`config.mk`:
```
export PLATFORM = sky130hd
export DESIGN_NAME = vlt_ram
export DESIGN_NICKNAME = d
export VERILOG_FILES = /design/src/hw/rtl/vlt_ram.sv
export SDC_FILE = /design/constraint.sdc
export NUM_CORES = 1
export LEC_CHECK = 0
export ABC_AREA = 1
export BUFFER_PORTS_ARGS = -buffer_cell sky130_fd_sc_hd__buf_2
export CELL_PAD_IN_SITES_DETAIL_PLACEMENT = 1
export CELL_PAD_IN_SITES_GLOBAL_PLACEMENT = 2
export CORE_UTILIZATION = 31
export CTS_CLUSTER_DIAMETER = 200
export DETAILED_ROUTE_END_ITERATION = 10
export PLACE_DENSITY_LB_ADDON = 0.1
export SLEW_MARGIN = 15
export SYNTH_ARGS = -nofsm -noshare
export SYNTH_HDL_FRONTEND = slang
export SYNTH_SLANG_ARGS = --single-unit
export TNS_END_PERCENT = 50
```
`constraint.sdc`:
```
create_clock -name clk_i -period 1.3 [get_ports clk_i]
set_input_delay 0.195 -clock clk_i [delete_from_list [all_inputs] [get_ports clk_i]]
set_output_delay 0.195 -clock clk_i [all_outputs]
set_load 0.02 [all_outputs]
```
`src/hw/rtl/vlt_ram.sv`:
```
// Generic single-write, single-read RAM with registered read data.
module vlt_ram #(
  parameter int unsigned WIDTH = 8,
  parameter int unsigned DEPTH = 16
) (
  input  logic                     clk_i,
  input  logic                     wr_en_i,
  input  logic [$clog2(DEPTH)-1:0] wr_addr_i,
  input  logic [WIDTH-1:0]         wr_data_i,
  input  logic                     rd_en_i,
  input  logic [$clog2(DEPTH)-1:0] rd_addr_i,
  output logic [WIDTH-1:0]         rd_data_o
);

  logic [WIDTH-1:0] mem_q [DEPTH];

  always_ff @(posedge clk_i) begin
    if (wr_en_i) begin
      mem_q[wr_addr_i] <= wr_data_i;
    end
    if (rd_en_i) begin
      rd_data_o <= mem_q[rd_addr_i];
    end
  end

endmodule

```
-- Word-level counts from Yosys, hierarchy flattened
Memory sizes are Yosys's and may differ from the RTL's. A register that Yosys moved wholly into a read port is not among the register bits.
Index checks and enable logic that the tools add are counted.
W data, S select, Z words.
- register bits after elaboration: 0
- bits in writable memories: 128
- input port bits: 19
- output and inout port bits: 8
- word-level logic and storage cells: 3
- memories: 1
- mux-type cells: 2
- memories (memory ; depth ; width ; read ports ; clocked after memory_dff ; wr ports ; line ; RTL):
    mem_q ; 16 ; 8 ; 1 ; 1 ; 1 ; 15 ; logic [WIDTH-1:0] mem_q [DEPTH];
- operators with widths (kind ; number):
    $mux W1 ; 2

-- Longest topological paths before layout
- depth after elaboration: 2
- depth in mapped cells: 8
- depth with buffers taken out: 7

-- Least setup slack after synthesis
Ideal clock, no wire load.
- kind: input to register
- start point: input wr_addr_i[2]
- end point: memory mem_q[10][0], enable pin
- setup time: 0.370 ns
- arrival: 0.776 ns
- path slack: 0.154 ns
- stages: 2
- buffers on the path: 0
- cell sequence: nand3b_1 > nor2_1
- RTL lines (element ; line ; RTL):
    from (decl) ; 8 ; input logic [$clog2(DEPTH)-1:0] wr_addr_i,
    to (decl) ; 15 ;
No word-level cell before the write port.

-- Worst setup path in the final report
- start point: register rd_data_o[5] (read register of mem_q)
- end point: output rd_data_o[5]
- RTL lines (element ; line ; RTL):
    from (decl) ; 12 ; output logic [WIDTH-1:0] rd_data_o
No word-level cell between the ends.

==> impl_metrics.ini <==
[yosys]
postSynthCellCount = 551
yosys.cell_count.top_type = nand2_1
netlist_area_um2 = 5850
avgSynthCellArea_um2 = 10.6
synthesis.nets = 570
netlist.area_leader.share_pct = 69.8
ys_top_cells_by_count = 173 x nand2_1, 136 x edfxtp_1, 100 x inv_1, 97 x nand3_1, 17 x nor2_1
yosys-top-cells-area = edfxtp_1 70%, nand2_1 11%, nand3_1 8.3%
post_synth_num_cell_types = 11
synth_flop_cell = edfxtp_1
async_reset_ff_share_pct = 0
synth-seq-cells = 136
synth_top_cell_by_area = edfxtp_1
synth_seq_area_share_pct = 69.8
synth-edff-count = 136
ys.warnings.count = 0

[die]
rows = 49
io_pins = 27
start_util_pct = 32.1
die_area_um2 = 19400
design.core.area_um2 = 18200
dieHeight_um = 139
die_width_um = 139

[worst_setup_path]
critPathTopFamily = flip-flops
critPathKind = register to output port
cp-end-kind = output port
cp_num_buf_inv = 1
r2r_end = rd_data_o[4]
r2r_cells = 6
slowest_stage = edfxtp_1
critPathLaunchType = register
cp-startpoint = rd_data_o[5]
slowest_delay_ps = 430
cp_max_fo = 1
r2r_start = mem_q[11][4]
critical_path_depth = 1
endpoint = rd_data_o[5]
crit_chain = buf_2
cp.required_ps = 1110
worst-r2r-setup-slack_ps = 100
cp.arrival_ps = 1040

[placement]
dpl.cell_count = 823
dp_hpwl_um = 10900
port_buffers = 26
pre_cts_ws_ps = -168
place_congestion = 0.745

[global_route]
grt_pass1_wl_um = 25000
track_usage_pct = 18.2
antenna_found_initial = 0
gr-total-overflow = 0
grt_pass1_vias = 4093
grt_max_degree = 33

[flow_run]
drv_cap = 0

[clocking]
h-tree-depth = 4
post_cts_buffers = 0
clk_latency_ps = 420
cts_buffers = 17
clkTransAtPathRegs_ps = 60
cts_tree = built
clkSinkCount = 136
ctsResizeCount = 0
hold_buffers = 0
cts_root_buf = clkbuf_16
clockBufferDepth = 2

[route]
route.detailed.drc = 0
wl_per_cell_um = 19.2
ant_nets = 0
vias = 3920
avgViaCountPerCell = 4.59
drt_iter0_markers = 219
drt-pass1-iter-count = 4
wirelength_um = 16400

[sta]
finalCriticalPeriod_ps = 1230
worstMarginPinSlew_ps = 482
skew_ps = 6.68
setup_viol = 0
slew_headroom_pct = 67.9
rsz0062_at_grt = no
max_freq_mhz = 813
setup_ws_ps = 69.5
maxSlewViolCount = 0
hold_violations = 0
fin_crit_sh_pct = 94.7

[final_layout]
finish.net_count = 632
post-route-util_pct = 39.0
register_area_um2 = 4080
fin_cells = 854
drive_above_1_share_pct = 15.2
multi_input_area_um2 = 1210
diodes = 0
syn_to_final_growth_pct = 21.4
nFillCells = 2020

[hold_path]
hold_class = input port to register

[pwr]
ir_drop_mv = 0.874
power_density_nw_per_um2 = 1500
p_leak_nw = 3.07

[outcome]
status = finished, final reports clean
-- how the worst min path moves through the flow --
stage	cells past startpoint	start	end
2_1_floorplan	0	wr_data_i[0]	mem_q[0][0]
5_1_grt	1	rd_en_i	rd_data_o[0]
3_3_place_gp	1	rd_en_i	rd_data_o[2]
6_report	1	rd_en_i	rd_data_o[0]
4_1_cts	1	rd_en_i	rd_data_o[0]
3_5_place_dp	1	rd_en_i	rd_data_o[2]
-- cell usage in the layout, fill, tap and decap left out, drive strengths merged --
| master | n |
|---|---|
| nand2 | 173 |
| edfxtp | 136 |
| inv | 102 |
| nand3 | 97 |
| buf | 67 |
| clkbuf | 21 |
| nor2 | 17 |
| clkinv | 6 |
| bufinv | 4 |
| nand3b | 2 |
-- power breakdown --
group | internal (mW) | switching, mW
Sequential | 4.94 | 0.0299
Combinational | 0.236 | 0.501
Clock | 3.18 | 1.77
-- cells by family after synthesis --
kind of cell / share of synthesized area (%)
DFF: 69.8
buffers and inverters: 9.39
and+or+nand+nor: 20.8
-- worst register-to-register path, cell delays in order, from the launching register on --
cell and delay (ps):
edfxtp_1 380, inv_1 60, nand2_1 50, nand3_1 80, nand3_1 110, nand3_1 200, nand2_1 70
-- through the flow --
step / area (um^2) / hold slack (ps) / setup TNS, ps / power (mW)
final: 7100 / 160 / 0 / 10.7
after global routing: 7100 / 147 / 0 / 11.0
after CTS: 7100 / 143 / 0 / 10.8
after detailed placement: 6500 / 586 / -1010 / 5.82
after global placement: 6500 / 580 / -844 / 5.80
after floorplan: 5850 / 294 / 0 / 5.43
-- final cells by class --
class                           count  share of cell area (%)
Sequential cell                   136                    57.5
Inverter                          102                    5.39
Clock inverter                     10                    2.15
Timing Repair Buffer               67                    7.58
Clock buffer                       21                    6.20
Multi-Input combinational cell    289                    17.1
Tap cell                          229                    4.04
-- per-layer routing --
layer  up-vias  share of wire, %  global-route usage (%)
met5         -                 0                       0
met4         0               1.0                    5.26
li1       1902                 -                       -
met1      1945                48                    24.6
met2        62                48                    29.5
met3        11               3.0                    3.68
-- registers in the layout, indices dropped and copies added, names as in the netlist --
name and count:
mem_q 128, rd_data_o 8
No activity file was read; power rests on OpenSTA's default activity.
