## config.mk

```make
export PLATFORM = sky130hd
export DESIGN_NAME = vlt_eval
export DESIGN_NICKNAME = d
export VERILOG_FILES = /design/src/hw/rtl/vlt_pkg.sv /design/src/hw/rtl/vlt_eval.sv
export SDC_FILE = /design/constraint.sdc
export NUM_CORES = 1
export LEC_CHECK = 0
export ABC_AREA = 0
export BUFFER_PORTS_ARGS = -buffer_cell sky130_fd_sc_hd__clkbuf_2
export CAP_MARGIN = 40
export CORE_AREA = 2 2 162 164
export DETAILED_ROUTE_END_ITERATION = 7
export DIE_AREA = 0 0 164 166
export GPL_ROUTABILITY_DRIVEN = 0
export PLACE_DENSITY = 0.39
export SYNTH_ARGS = -nofsm -noshare
export SYNTH_HDL_FRONTEND = slang
export SYNTH_SLANG_ARGS = --single-unit
```

## constraint.sdc

```tcl
create_clock -name vclk -period 3.6
set_input_delay 0.36 -clock vclk [all_inputs]
set_output_delay 0.36 -clock vclk [all_outputs]
set_load 0.02 [all_outputs]
```

## src/hw/rtl/vlt_pkg.sv

```systemverilog
// Shared types, codes and sizes for the versioned lock table unit.
package vlt_pkg;

  localparam int unsigned TABLE_ENTRIES = 1024;
  localparam int unsigned ADDR_W        = $clog2(TABLE_ENTRIES);
  localparam int unsigned CNT_W         = $clog2(TABLE_ENTRIES + 1);

  localparam int unsigned KEY_W = 32;
  localparam int unsigned VER_W = 30;
  localparam int unsigned TXN_W = 64;

  typedef enum logic [1:0] {
    FUNC_LOCK   = 2'd0,
    FUNC_CHECK  = 2'd1,
    FUNC_UNLOCK = 2'd2,
    FUNC_NONE   = 2'd3
  } func_e;

  typedef enum logic [2:0] {
    RSN_OK        = 3'd0,
    RSN_HELD      = 3'd1,
    RSN_STALE     = 3'd2,
    RSN_NOT_FOUND = 3'd3,
    RSN_FUTURE    = 3'd4,
    RSN_UNLOCKED  = 3'd5,
    RSN_FULL      = 3'd6,
    RSN_SPARE     = 3'd7
  } reason_e;

  typedef struct packed {
    logic [KEY_W-1:0] key;
    logic [VER_W-1:0] version;
    logic             locked;
    logic [TXN_W-1:0] owner;
  } entry_t;

  localparam int unsigned ENTRY_W = $bits(entry_t);

  typedef struct packed {
    func_e            func;
    logic [KEY_W-1:0] key;
    logic [VER_W-1:0] version;
    logic [TXN_W-1:0] txn;
    logic [VER_W-1:0] owner_version;
  } req_t;

  typedef struct packed {
    logic    answer;
    reason_e reason;
    logic    wr_en;
    entry_t  wr_entry;
  } eval_t;

endpackage

```

## src/hw/rtl/vlt_eval.sv

```systemverilog
// Request decision: answer, reason and entry write-back for one located entry.
module vlt_eval (
  input  vlt_pkg::req_t   req_i,
  input  logic            found_i,
  input  logic            full_i,
  input  vlt_pkg::entry_t entry_i,
  output vlt_pkg::eval_t  eval_o
);

  vlt_pkg::entry_t claim;
  vlt_pkg::entry_t unlocked;

  always_comb begin
    claim.key     = req_i.key;
    claim.version = req_i.version;
    claim.locked  = 1'b1;
    claim.owner   = req_i.txn;

    unlocked        = entry_i;
    unlocked.locked = 1'b0;

    eval_o.answer   = 1'b0;
    eval_o.reason   = vlt_pkg::RSN_OK;
    eval_o.wr_en    = 1'b0;
    eval_o.wr_entry = claim;

    unique case (req_i.func)
      vlt_pkg::FUNC_LOCK: begin
        if (!found_i) begin
          if (full_i) begin
            eval_o.reason = vlt_pkg::RSN_FULL;
          end else begin
            eval_o.answer = 1'b1;
            eval_o.wr_en  = 1'b1;
          end
        end else if (entry_i.locked) begin
          if (entry_i.version >= req_i.version) begin
            eval_o.reason = vlt_pkg::RSN_HELD;
          end else if (req_i.version < req_i.owner_version) begin
            eval_o.reason = vlt_pkg::RSN_STALE;
          end else begin
            eval_o.answer = 1'b1;
            eval_o.wr_en  = 1'b1;
          end
        end else begin
          if (entry_i.version > req_i.version) begin
            eval_o.reason = vlt_pkg::RSN_STALE;
          end else if (entry_i.version == req_i.version &&
                       req_i.version < req_i.owner_version) begin
            eval_o.reason = vlt_pkg::RSN_STALE;
          end else begin
            eval_o.answer = 1'b1;
            eval_o.wr_en  = 1'b1;
          end
        end
      end
      vlt_pkg::FUNC_CHECK: begin
        if (!found_i) begin
          eval_o.reason = vlt_pkg::RSN_NOT_FOUND;
        end else if (entry_i.locked) begin
          if (entry_i.owner != req_i.txn) begin
            eval_o.answer = 1'b1;
            eval_o.reason = vlt_pkg::RSN_HELD;
          end
        end else if (entry_i.version > req_i.version) begin
          eval_o.answer = 1'b1;
          eval_o.reason = vlt_pkg::RSN_STALE;
        end
      end
      vlt_pkg::FUNC_UNLOCK: begin
        eval_o.wr_entry = unlocked;
        if (!found_i) begin
          eval_o.reason = vlt_pkg::RSN_NOT_FOUND;
        end else if (!entry_i.locked) begin
          eval_o.reason = vlt_pkg::RSN_UNLOCKED;
        end else if (entry_i.version > req_i.version) begin
          eval_o.reason = vlt_pkg::RSN_STALE;
        end else if (entry_i.version < req_i.version) begin
          eval_o.reason = vlt_pkg::RSN_FUTURE;
        end else begin
          eval_o.answer = 1'b1;
          eval_o.wr_en  = 1'b1;
        end
      end
      default: begin
        // Unused request kind: change nothing, answer zero.
        eval_o.answer = 1'b0;
      end
    endcase
  end

endmodule

```

# After elaboration in Yosys (flattened, before gate mapping)
# Cells that the tools add are included.
[word_totals]
ff_bits = 0
output_inout_bits = 132
wordCells = 39
[op_classes]
order_cmp = 4
eq_ne = 4
n_mux = 29
reduce_logical = 2
[op_table]
columns = ["op", "n"]
rows = [
  ["two-way mux 127 bit", 1],
  ["!= test 64 bit", 1],
  ["less-than comparator 30 bit", 2],
  ["== test 30 bit", 1],
  [">= comparator 30 bit", 1],
  ["greater-than comparator 30 bit", 1],
  ["two-way mux 3 bit", 6],
  ["two-way mux 4 bit", 3],
  ["two-way mux 1 bit", 10],
  ["two-way mux 5 bit", 2],
  ["case mux 3 bit (3 select lines)", 1],
  ["two-way mux 2 bit", 4],
  ["case mux 1 bit (3 select lines)", 1],
  ["== test 2 x 1 -> 1 bit, second input constant", 1],
  ["== test 2 bit, second input constant", 1],
  ["zero test 2 bit", 1],
  ["case mux 1 bit (2 select lines)", 1],
  ["logical AND 1 bit", 1],
]

# Logic depth before layout (Yosys ltp)
# Gate-level depths: netlist (run 1).
[depth]
word_depth = 7
ltp_mapped = 9
ltp_nobuf = 9

# Worst setup path after synthesis (run 1)
# No wires, ideal clock.
[synth_path]
path_type = "input to output"
start = "input port req_i[122] (netlist name)"
end = "output port eval_o[128] (netlist name)"
arrival_time_ns = 2.191
required_time_ns = 3.240
setup_slack_ns = 1.049
stages = 8
path_buffers = 0
cell_sequence = "inv_1 ha_1 nand4_2 nor4_2 o31a_4 nor3_4 a2bb2oi_1 o31ai_1"
[synth_rtl]
columns = ["element", "line", "source"]
rows = [
  ["start: declaration", "vlt_eval.sv:3", "input vlt_pkg::req_t req_i,"],
  ["end: declaration", "vlt_eval.sv:7", "output vlt_pkg::eval_t eval_o"],
]

==> qor.yml, run 1 <==
worst_pin_slew_ps: 751.5
synth_area_leaders: "nand2_1 (32%), ha_1 (19%), xnor2_1 (14%)"
hold_path_end: "eval_o[103]"
final.setup.tns_ps: 0
port_buffers: 419
ys_seq_area_share_pct: 0
grt.total_usage_pct: 14.21
rsz0062_at_grt: "false"
path_delay_family: "simple AND/OR/NAND/NOR gates"
cp_slowest_stage_delay_ps: 510
maxSlewViolCount: 0
viasPerCell: 4.004
finalCritPeriodShare_pct: 80.33
worstHoldPathType: "in2out"
nClkBuffers: 0
finalCriticalPeriod_ps: 2892
most-common-layout-cells: "clkbuf_2 (419), nand2_1 (335), xnor2_1 (64), inv_1 (63), ha_1 (59)"
critPathBufInv: 3
gr-total-overflow: 0
drcViolationCount: 0
grt_max_degree: 157
yosys.area.top_type: "nand2_1"
synth_nets: 1061
critPathMostFrequentCell: "clkbuf_2"
wl_per_cell_um: 14.47
grt_use_met1_pct: 17.21
ys_types: 47
worstPathRequired_ps: 3240
final_antenna_net_count: 0
slew_headroom_pct: 49.90
io_pins: 419
status: "completed"
worstPathArrival_ps: 2530
ir_drop_uv: 47.46
maxCapViolations: 0
wirelength_um: 20890
hpwl_um: 18480
post_cts_resized: 0
fmax_mhz: 345.8
row_count: 59
start_util_pct: 15.22
die_y_um: 166
cp-end-kind: "output port"
avgSynthCellArea_um2: 5.453
fin_ws_ps: 708.3
setup_violations: 0
cts-hold-fix-buffers: 0
drtPass1Iterations: 4
path_cells: "clkbuf_2 -> inv_1 -> ha_1 -> nand4_1 -> nor4_2 -> o31a_4 -> nor3_4 -> a2111oi_1 -> or3_1 -> clkbuf_2"
finalPower_mw: 0.9162
critPathLaunchType: "input pin"
crit_path_top_delay_cell: "nor4_2"
power.leakage_nw: 3.855
critical_path.max_fanout: 5
final_common_cell: "clkbuf_2"
antenna_found_initial: 1
dr.first_iter.drc_count: 271
via_count: 5782
grt_pass1_vias: 5682
min_from: "entry_i[103]"
cts_setup_buffers: 0
grt_use_met2_pct: 26.58
drive_above_1_share_pct: 38.99
placed_cell_area_um2: 6350
synthToLayoutAreaGrowth_pct: 62.93
synth.top_cell.area_share_pct: 32.25
seq_cells: 0
nNetsFinal: 1456
grt_pass1_wl_um: 31000
yosysWarnings: 0
regArea_um2: 0
synth_cells: 715
grt_most_used_layer: "met2"
place_ws_ps: 682.9
gr-usage-met3_pct: 2.622
holdPathStages: 4
design.core.area_um2: 25620
power_density_nw_per_um2: 144.2
dieArea_um2: 27220
syn-cell-area_um2: 3899
die_w_um: 164
hold_viol: 0
crit_type: "in2out"
fin_area_um2: 6352
## through the flow
stage | hold slack (ps) | utilization (%) | std cells
CTS | 1024 | 24.79 | 1443
finish | 1024 | 24.80 | 1444
detailed placement | 1022 | 24.79 | 1443
global placement | 1024 | 24.79 | 1443
global route | 1044 | 24.80 | 1444
floorplan | 861.9 | - | 715
## cell usage after synthesis, types with 4 or more instances
cell,number
nand4_1,25
ha_1,59
nand3_1,10
clkbuf_1,28
o21ai_1,4
nand2b_1,4
nor4_1,6
xnor2_1,64
inv_1,63
nor2_1,13
a21oi_1,23
a21o_1,4
nand2_1,335
o21ai_0,37
## cell families after synthesis
family	Yosys count	share of synthesized area [%]
and+or+nand+nor	405	43.00
AOI/OAI and AO/OA	93	14.63
xor gates and xnor gates	64	14.38
adders and majority gates	59	18.93
buffers and inverters	94	9.050
## report_power, final
| part | total (mW) | switching [mW] | internal, mW | leakage, nW |
|---|---|---|---|---|
| registers | 0 | 0 | 0 | 0 |
| logic | 0.916 | 0.549 | 0.367 | 3.85 |
| clock network | 0.0000000372 | 0 | 0.0000000372 | 0.00000634 |
## layout make-up
class                           instances  area (um2)
Antenna cell                            1       2.502
Inverter                               65       245.2
Timing Repair Buffer                  422        2132
Multi-Input combinational cell        621        3553
Fill cell                            2996       19260
Tap cell                              335       419.2
## metal layers
| layer | part of all wire, % | wire length [um] | vias up |
|---|---|---|---|
| li1 | - | - | 3110 |
| met1 | 42 | 8795 | 2435 |
| met2 | 49 | 10260 | 225 |
| met3 | 7.5 | 1577 | 12 |
| met4 | 1.2 | 259 | 0 |
| met5 | 0 | 0 | - |
## how the worst max path moves through the flow
stage / start / end / slack [ps] / cells after the start
4_1_cts: req_i[119] / eval_o[129] / 670 / 10
3_5_place_dp: req_i[119] / eval_o[129] / 680 / 10
2_1_floorplan: req_i[122] / eval_o[128] / 1050 / 8
6_report: req_i[119] / eval_o[129] / 710 / 10
3_3_place_gp: req_i[119] / eval_o[129] / 700 / 10
5_1_grt: req_i[119] / eval_o[129] / 520 / 10
Power figures use the tool's default switching activity.
==> run 2, diff against run 1 <==
--- a/config.mk
+++ b/config.mk
@@ -8,9 +8,9 @@
 export ABC_AREA = 0
 export BUFFER_PORTS_ARGS = -buffer_cell sky130_fd_sc_hd__clkbuf_2
 export CAP_MARGIN = 40
-export CORE_AREA = 2 2 162 164
+export CORE_AREA = 2 2 163 165
 export DETAILED_ROUTE_END_ITERATION = 7
-export DIE_AREA = 0 0 164 166
+export DIE_AREA = 0 0 165 167
 export GPL_ROUTABILITY_DRIVEN = 0
 export PLACE_DENSITY = 0.39
 export SYNTH_ARGS = -nofsm -noshare
==> constraint.sdc (replaced) <==
create_clock -name vclk -period 3
set_input_delay 0.3 -clock vclk [all_inputs]
set_output_delay 0.3 -clock vclk [all_outputs]
set_load 0.02 [all_outputs]
==> run 2 against run 1 <==
Compared with the run above: setup slack got worse by 440 ps; non-clock buffer count increased by 1; final cell count increased by 0.14%; die area is 1.2% higher; critical path depth grew 1; first-iteration DRC count decreased by 7.7%; flip-flop and latch count unchanged.
==> qor.yml, run 2 (synthesis gave the netlist of run 1 again) <==
p_sw_share_pct: 59.57  # -0.34 points
nNetsFinal: 1457  # +0.069%
cp_slowest_stage_delay_ps: 350  # -160 ps
crit_type: "in2out"
critPathLaunchType: "input pin"
power.leakage_nw: 3.883  # +0.73%
viasPerCell: 4.071  # +1.7%
cts-hold-fix-buffers: 0  # unchanged
path_delay_family: "compound AO/OA/AOI/OAI gates"
gr-total-overflow: 0  # unchanged
fillers: 3043  # +1.6%
die_y_um: 167  # +0.60%
grt_max_degree: 100  # -36%
finalCriticalPeriod_ps: 2731
drive_above_1_share_pct: 39.04  # +0.055 points
maxSlewViolCount: 0  # unchanged
nClkBuffers: 0  # unchanged
grt_pass1_wl_um: 30810  # -0.62%
worstPathRequired_ps: 2700  # -540 ps
most-common-layout-cells: "clkbuf_2 (419), nand2_1 (335), xnor2_1 (64), inv_1 (63), ha_1 (59)"
worstHoldPathType: "in2out"
wirelength_um: 21030  # +0.69%
row_count: 59  # unchanged
p_comb_share_pct: 100.0  # about the same
pwr-share-seq_pct: 0  # unchanged
critical_path.max_fanout: 5  # unchanged
power_density_nw_per_um2: 172.1  # +19%
finalCritPeriodShare_pct: 91.04
critPathMostFrequentCell: "clkbuf_2"
die_w_um: 165  # +0.61%
seq_cells: 0  # unchanged
final_util_pct: 24.83  # +0.028 points
fin_area_um2: 6396  # +0.69%
multiInputGateArea_um2: 3562  # +0.25%
cp-end-kind: "output port"
rsz0062_at_grt: "false"
holdWs_ps: 902.5  # -121.1 ps
design.core.area_um2: 25760  # +0.58%
final.setup.tns_ps: 0  # unchanged
dr.first_iter.drc_count: 250  # -7.7%
regArea_um2: 0  # unchanged
wl_per_cell_um: 14.55  # +0.55%
worst_pin_slew_ps: 571.0  # -180.5 ps
drcViolationCount: 0  # unchanged
status: "completed"
path_cells: "clkbuf_2 -> inv_1 -> ha_1 -> a21oi_2 -> a21boi_1 -> o31a_1 -> o31a_4 -> nor3_4 -> a2111oi_1 -> or3_1 -> clkbuf_2"
ir_drop_uv: 62.51  # +32%
dieArea_um2: 27560  # +1.2%
slew_headroom_pct: 61.93  # +12 points
start_util_pct: 15.13  # -0.087 points
final_antenna_net_count: 0  # unchanged
p_int_mw: 0.4451  # +21%
grt_pass1_vias: 5659  # -0.40%
fmax_mhz: 366.1
power.net_switching_mw: 0.6558  # +19%
worstPathArrival_ps: 2430  # -100 ps
hpwl_um: 18780  # +1.6%
placed_cell_area_um2: 6382  # +0.51%
io_pins: 419  # unchanged
cts_setup_buffers: 0  # unchanged
maxCapViolations: 0  # unchanged
via_count: 5886  # +1.8%
grt.total_usage_pct: 14.04  # -0.16 points
antenna_found_initial: 2  # +1
port_buffers: 419  # unchanged
drtPass1Iterations: 4  # unchanged
crit_path_top_delay_cell: "or3_1"
setup_violations: 0  # unchanged
hold_viol: 0  # unchanged
clkPwrFrac_pct: 0  # unchanged
final_common_cell: "clkbuf_2"
synthToLayoutAreaGrowth_pct: 64.06
critPathBufInv: 3  # unchanged
post_cts_resized: 0  # unchanged
[run 2: cell types whose count changed in the layout (fill, tap and decap cells not counted), sizes merged]
cell	before	now
buf	3	4
diode	1	2
[run 2: stage by stage]
| step | cells | setup slack [ps] | total power [mW] |
|---|---|---|---|
| final | 1446 | 268.9 | 1.101 |
| after global routing | 1446 | 27.43 | 1.227 |
| after CTS | 1444 | 191.3 | 1.119 |
| after detailed placement | 1444 | 204.0 | 1.113 |
| after global placement | 1444 | 223.3 | 1.115 |
| after floorplan | 715 | 569.2 | 0.6100 |
[run 2: area by class of cell]
| cell class | instances | share of cell area [%] |
|---|---|---|
| Tap cell | 335 | 6.553 |
| Antenna cell | 2 | 0.07825 |
| Timing Repair Buffer | 423 | 33.84 |
| Inverter | 65 | 3.834 |
| Multi-Input combinational cell | 621 | 55.69 |
[run 2: worst min-delay path, stage by stage]
cell	delay [ps]
clkbuf_2	80
nand2_1	40
nand2_1	40
clkbuf_2	140
[run 2: per-layer routing]
layer	vias to the layer above	global-route usage, %	share of wire [%]
met5	-	0	0
met4	0	1.172	0.44
met3	4	2.092	7.4
met2	211	26.65	51
met1	2551	17.07	41
li1	3120	-	-
[run 2: power by group through the flow]
stage          sequential, mW     clock, mW  combinational [mW]
2_1_floorplan               0             0               0.610
3_3_place_gp                0             0                1.11
3_5_place_dp                0             0                1.11
4_1_cts                     0             0                1.12
5_1_grt                     0  0.0000000894                1.23
6_report                    0  0.0000000897                1.10
[run 2: final timing paths]
kind	from	depth (start not counted)	end	slack (ps)
setup / recovery	req_i[98]	11	eval_o[129]	270
hold / removal	entry_i[126]	4	eval_o[126]	900
